**config.mk**
```make
export PLATFORM = sky130hd
export DESIGN_NAME = plbb_front
export DESIGN_NICKNAME = d
export VERILOG_FILES = /design/src/rtl/core/plbb_pkg.sv /design/src/rtl/core/plbb_front.sv
export SDC_FILE = /design/constraint.sdc
export NUM_CORES = 1
export LEC_CHECK = 0
export ABC_AREA = 1
export BUFFER_PORTS_ARGS = -buffer_cell sky130_fd_sc_hd__buf_2
export CELL_PAD_IN_SITES_DETAIL_PLACEMENT = 1
export CELL_PAD_IN_SITES_GLOBAL_PLACEMENT = 2
export CORE_MARGIN = 2
export CORE_UTILIZATION = 36
export DETAILED_ROUTE_END_ITERATION = 7
export PLACE_DENSITY_LB_ADDON = 0.1
export SLEW_MARGIN = 20
export SYNTH_ARGS = -nofsm -noshare
export SYNTH_HDL_FRONTEND = slang
export SYNTH_SLANG_ARGS = --single-unit
```
**constraint.sdc**
```tcl
create_clock -name i_clk -period 3.4 [get_ports i_clk]
set_clock_uncertainty 0.05 [all_clocks]
set_input_delay 0.68 -clock i_clk [delete_from_list [all_inputs] [get_ports i_clk]]
set_output_delay 0.68 -clock i_clk [all_outputs]
set_load 0.01 [all_outputs]
```
**src/rtl/core/plbb_pkg.sv**
```systemverilog
// ----------------------------------------------------------------------------
// plbb_pkg
// shared types and constants of the paged lcd byte blit core
// ----------------------------------------------------------------------------
package plbb_pkg;

    localparam int PAGE_ROWS     = 8;
    localparam int OP_CHIP_W     = 2;   // up to four chips
    localparam int OP_PAGE_W     = 4;   // up to sixteen pages
    localparam int OP_COL_W      = 8;   // up to 256 columns per chip
    localparam logic [7:0] BYTE_ONES = 8'hFF;

    typedef enum logic [2:0] {
        MODE_OR      = 3'd0,
        MODE_XOR     = 3'd1,
        MODE_INV_OR  = 3'd2,
        MODE_INV_XOR = 3'd3,
        MODE_REPLACE = 3'd4
    } t_mode;

    typedef struct packed {
        logic [7:0] pos_x;
        logic [7:0] pos_y;
        logic [7:0] pixel_byte;
    } t_item;

    typedef struct packed {
        logic       chip;
        logic [2:0] page;
        logic [5:0] column;
        logic [7:0] value;
        logic       last;
    } t_result;

    // classified word waiting for the back end
    typedef struct packed {
        logic [OP_CHIP_W-1:0] chip;
        logic [OP_PAGE_W-1:0] page;
        logic [OP_COL_W-1:0]  col;
        logic [2:0]           shift;
        logic [7:0]           data;
        logic                 spill;
    } t_op;

    typedef enum logic [1:0] {
        BK_CLEAR,
        BK_IDLE,
        BK_FETCH,
        BK_MERGE
    } t_back_state;

endpackage

```
**src/rtl/core/plbb_front.sv**
```systemverilog
// ----------------------------------------------------------------------------
// plbb_front
// range check and address split of incoming words, two-entry queue
// ----------------------------------------------------------------------------
module plbb_front #(
    parameter int CHIP_COLUMNS = 64,
    parameter int CHIP_COUNT   = 2,
    parameter int PAGE_COUNT   = 8
) (
    input  logic             i_clk,
    input  logic             i_rst_n,
    input  logic             i_push,
    input  plbb_pkg::t_item  i_item,
    input  plbb_pkg::t_mode  i_mode,
    input  logic             i_pop,
    output plbb_pkg::t_op    o_head,
    output logic             o_head_valid,
    output logic             o_full
);
    import plbb_pkg::*;

    localparam logic [10:0] X_LIMIT = 11'(CHIP_COLUMNS * CHIP_COUNT);
    localparam logic [8:0]  Y_LIMIT = 9'(PAGE_COUNT * PAGE_ROWS);

    t_op        w_op;
    logic       w_keep;
    t_op        r_q [2];
    logic       r_wp;
    logic       r_rp;
    logic [1:0] r_cnt;
    logic [1:0] n_cnt;

    always_comb begin
        logic [OP_CHIP_W-1:0] chip;
        logic [7:0]           col;
        chip = '0;
        col  = i_item.pos_x;
        for (int k = 1; k < CHIP_COUNT; k++) begin
            if ({3'b000, i_item.pos_x} >= 11'(k * CHIP_COLUMNS)) begin
                chip = OP_CHIP_W'(k);
                col  = i_item.pos_x - 8'(k * CHIP_COLUMNS);
            end
        end
        w_op.chip  = chip;
        w_op.col   = OP_COL_W'(col);
        w_op.page  = OP_PAGE_W'(i_item.pos_y[7:3]);
        w_op.shift = i_item.pos_y[2:0];
        w_op.data  = i_item.pixel_byte;
        w_op.spill = (i_item.pos_y[2:0] != 3'd0) &&
                     (({1'b0, i_item.pos_y[7:3]} + 6'd1) < 6'(PAGE_COUNT));
        // out-of-range words and unused modes are dropped here
        w_keep = ({3'b000, i_item.pos_x} < X_LIMIT) &&
                 ({1'b0, i_item.pos_y} < Y_LIMIT) &&
                 (i_mode <= MODE_REPLACE);
    end

    always_comb begin
        n_cnt = r_cnt;
        if ((i_push && w_keep) && !i_pop) begin
            n_cnt = r_cnt + 2'd1;
        end else if (!(i_push && w_keep) && i_pop) begin
            n_cnt = r_cnt - 2'd1;
        end
    end

    always_ff @(posedge i_clk) begin
        if (!i_rst_n) begin
            r_wp  <= 1'b0;
            r_rp  <= 1'b0;
            r_cnt <= 2'd0;
        end else begin
            r_cnt <= n_cnt;
            if (i_push && w_keep) begin
                r_wp <= ~r_wp;
            end
            if (i_pop) begin
                r_rp <= ~r_rp;
            end
        end
    end

    always_ff @(posedge i_clk) begin
        if (i_push && w_keep) begin
            r_q[r_wp] <= w_op;
        end
    end

    assign o_head       = r_q[r_rp];
    assign o_head_valid = (r_cnt != 2'd0);
    assign o_full       = (r_cnt == 2'd2);

endmodule

```
---- Word level (Yosys, flattened, before mapping) ----
Memories as Yosys holds them, arrays and structs flattened. A register that Yosys moved wholly into a read port is not among the register bits.
Index checks and enable logic that the tools add are counted.
word-level totals
  bits in writable memories ............... 50
  memories ................................ 1
  word-level logic and storage cells ...... 35
  register bits ........................... 4
  input port bits ......................... 31
  output and inout port bits .............. 28
cells by class
  reductions and logical operators ........ 11
  $add $sub $neg .......................... 4
  $lt $le $gt $ge ......................... 5
  multiplexer cells ....................... 8
  bitwise operators ....................... 2
  eq/ne operators ......................... 1
memory list
  name  words  bits a word  read ports  clocked after memory_dff  wr ports  line              source
  r_q   2      25           1           1                         1         plbb_front.sv:27  t_op r_q [2];
operators with widths
  cell                   number
  $ge A8 B7 Y1 const B   1
  $lt A8 B7 Y1 const B   1
  $lt A8 B8 Y1 const B   1
  $mux W8                1
  $sub A8 B7 Y8 const B  1
  $add A5 B1 Y6 const B  1
  $logic_and A1 B1 Y1    6
  $lt A6 B4 Y1 const B   1
  $mux W1                5
  $mux W2                2
  $reduce_bool A2 Y1     2
  $le A3 B3 Y1 const B   1
  $reduce_bool A3 Y1     1
  $add A2 B1 Y2 const B  1
  $eq A2 B2 Y1 const B   1
  $logic_not A1 Y1       2
  $not A1 Y1             2
  $sub A2 B1 Y2 const B  1

---- Depth between registers and ports, before layout ----
  depth after elaboration ................. 8
  mapped depth ............................ 11
  depth with buffers taken out ............ 11

---- Worst setup path after synthesis ----
No wires, ideal clock.
  path type ............................... in2reg
  start ................................... input i_mode[0]
  end ..................................... memory r_q[0][0] in the netlist's numbering, enable pin
  slack ................................... 0.330 ns
  data arrival time ....................... 2.581 ns
  stages on the path ...................... 3
  setup time .............................. 0.438 ns
  path through ............................ nor2_1 -> nor2_1 -> nor3_1
on the way
  cells in the longest elaborated chain, start to end .. 5
ends and longest elaborated chain
  element                        line              source
  start: declaration             plbb_front.sv:14  input plbb_pkg::t_mode i_mode,
  $le A3 B3 Y1                   plbb_front.sv:54  (i_mode <= MODE_REPLACE);
  $logic_and A1 B1 Y1            plbb_front.sv:53  ({1'b0, i_item.pos_y} < Y_LIMIT) &&
  $logic_and A1 B1 Y1            plbb_front.sv:83  if (i_push && w_keep) begin
  $mux W1                        plbb_front.sv:83
  $mux W1 (not written as such)  plbb_front.sv:84  r_q[r_wp] <= w_op;
  end: declaration               plbb_front.sv:27
No other way between the ends.

==> metrics <==
Critical Path Sink o_head[2]; Worst-path clk slew approximately 90 ps; period utilization a little under three quarters; most numerous cell in the Yosys netlist edfxtp_1; clk buf depth 2; Pleak 1.09 nW; pwr dens 452 nW/um2; Detailed Routing Iterations Pass 1 3; Yosys cell types 19; Synth Flop Type edfxtp_1; post-CTS sizing 0; Worst Path Max Fanout 25; DRT Wirelength between 3000 and 4000 um; Post-Synthesis Cells roughly 130; synth warn 0; worst skew pair latency ~290 ps; gpl congestion approximately 0.7; ANT nets after route 0; reg-to-reg startpoint r_wp; worst slack at placement ~1200 ps; first-pass GRT wire length 5870 um; CP Class reg2out; Seq/Total Area, Yosys a little under three quarters; Initial Util 37.5%; clock buffer count from CTS 5; maximum vdd drop between 0.15 and 0.2 mV; Slew Limit Fails 0; H-tree levels 2; Die Y 82.7 um; 1st-iter DRT viols 40; r2r setup slk 2140 ps; Cell Area, Synth about 2200 um2; CORE AREA a little under 6000 um2; Final Hold Viols 0; Worst EP required between 2000 and 3000 ps; min cycle time layout around 2400 ps; CP Launch Type register; fmax just over 0.4 GHz; Detailed Place HPWL between 2000 and 3000 um; Die ar. about 6800 um2; critical path endpoint category primary output; vias in the first global route 1259; Final Setup Violations 0; Slew HR approximately 47%; Fin Setup TNS 0 ps; reg2reg path depth 3; Hold-fix buffers, CTS 0; Site Rows 28; HP Class reg2reg; DR DRC count 0; die width slightly above 80 um; FF+latch count, synth 55; Net count, final 228; gr ovfl total 0; RSZ-0062 raised after global routing false; worst hold start r_rp; Avg Vias per Cell roughly 4.5; biggest area consumer among synthesized cells edfxtp_1; postcts setup bufs 0; synthesis-to-layout area growth 19.1%; # IOs 59; Commonest cells post-synth edfxtp_1, mux2_4, nor2_1, nand2_1, inv_1; Final WS setup 958 ps; worst r2r dst r_q[1][5]; synth top area cells edfxtp_1, mux2_4, dfxtp_1, mux2_2, nor2_1; run status finished clean; share of the synthesized area in the top cell type 67.3%; Tot GR Track Use 11.9%; MaxCap Viol Count 0; Post-synth EDFFs 50; Async SR Flop Fraction 0%; Worst Max-Slew Pin Slew between 700 and 800 ps; port bufs 57; clock sinks 55; root buffer cell clkbuf_8; layout cells sized above 1 about 48%; largest net degree at the start of global routing 26; routed vias between 1k and 1.5k; Antenna Cells 0; initial antenna violation count 0; wire length per cell between 10 and 15 um; Avg Cell Area, Syn 16.6 um2; syn nets between 150 and 200; arrival time worst endpoint between 1500 and 2000 ps; Finished Core Util between 40% and 50%; CTS tree yes
-- stage by stage --
stage               instances  cell area, um2  power, W  hold slack, ps
global route              272            2660   0.00125             494
global placement          264            2570  0.000875             426
floorplan                 134            2230  0.000840             413
detailed placement        264            2570  0.000881             448
CTS                       272            2660   0.00122             472
finish                    272            2660   0.00120             460
-- how the worst min path moves through the flow --
stage,to,slack [ps],cells past startpoint
4_1_cts,r_rp,470,2
2_1_floorplan,register,410,2
3_3_place_gp,r_rp,430,2
5_1_grt,r_q[1][14],490,1
3_5_place_dp,r_rp,450,2
6_report,r_rp,460,2
-- logic make-up after synthesis --
| family | count (synthesis) | synth area share (%) |
|---|---|---|
| DFF | 55 | 71.8 |
| muxes | 25 | 16.0 |
| AOI/OAI and AO/OA | 3 | 0.673 |
| other | 1 | 0.168 |
| adders and majority gates | 1 | 0.561 |
| and+or+nand+nor | 34 | 6.34 |
| buffers and inverters | 15 | 4.49 |
-- worst max-delay path, cell delays in order (launching register included) --
cell and delay, ps:
dfxtp_2 860, mux2_2 410, buf_2 140
-- cells in the final DEF (no fill, tap or decap), drive strengths merged --
| cell type | instances |
|---|---|
| o21ai | 2 |
| nor2 | 15 |
| nor3 | 3 |
| inv | 11 |
| clkinvlp | 1 |
| or2 | 1 |
| edfxtp | 50 |
| and3 | 1 |
| nand2 | 12 |
| clkbuf | 6 |
| a21oi | 1 |
| nand3 | 1 |
| ha | 1 |
| mux2 | 25 |
| conb | 1 |
| dfxtp | 5 |
| clkinv | 1 |
| nand3b | 1 |
| buf | 59 |
-- report_power, final --
group | total, W | switching, W | internal, W
registers | 0.000760 | 0.0000143 | 0.000746
clock network | 0.000338 | 0.000194 | 0.000144
logic | 0.000102 | 0.0000459 | 0.0000564
-- state kept, by name, summed over array words and instances (netlist names), named ones only --
signal and count:
r_cnt 2, r_q 50, r_rp 1, r_wp 1
-- layer usage --
layer / vias up / track usage [%] / routed length [um]
met5: - / 0 / 0
met4: 0 / 4.92 / 55
met3: 6 / 3.91 / 240
met2: 36 / 21.5 / 2030
met1: 598 / 12.7 / 1520
li1: 595 / - / -
-- layout make-up --
| type | instances | area (um2) |
|---|---|---|
| Inverter | 11 | 41.3 |
| Clock buffer | 6 | 72.6 |
| Multi-Input combinational cell | 64 | 534 |
| Fill cell | 642 | 3300 |
| Sequential cell | 55 | 1600 |
| Timing Repair Buffer | 59 | 300 |
| Clock inverter | 2 | 12.5 |
| Tap cell | 75 | 93.8 |
Power figures use the tool's default switching activity.
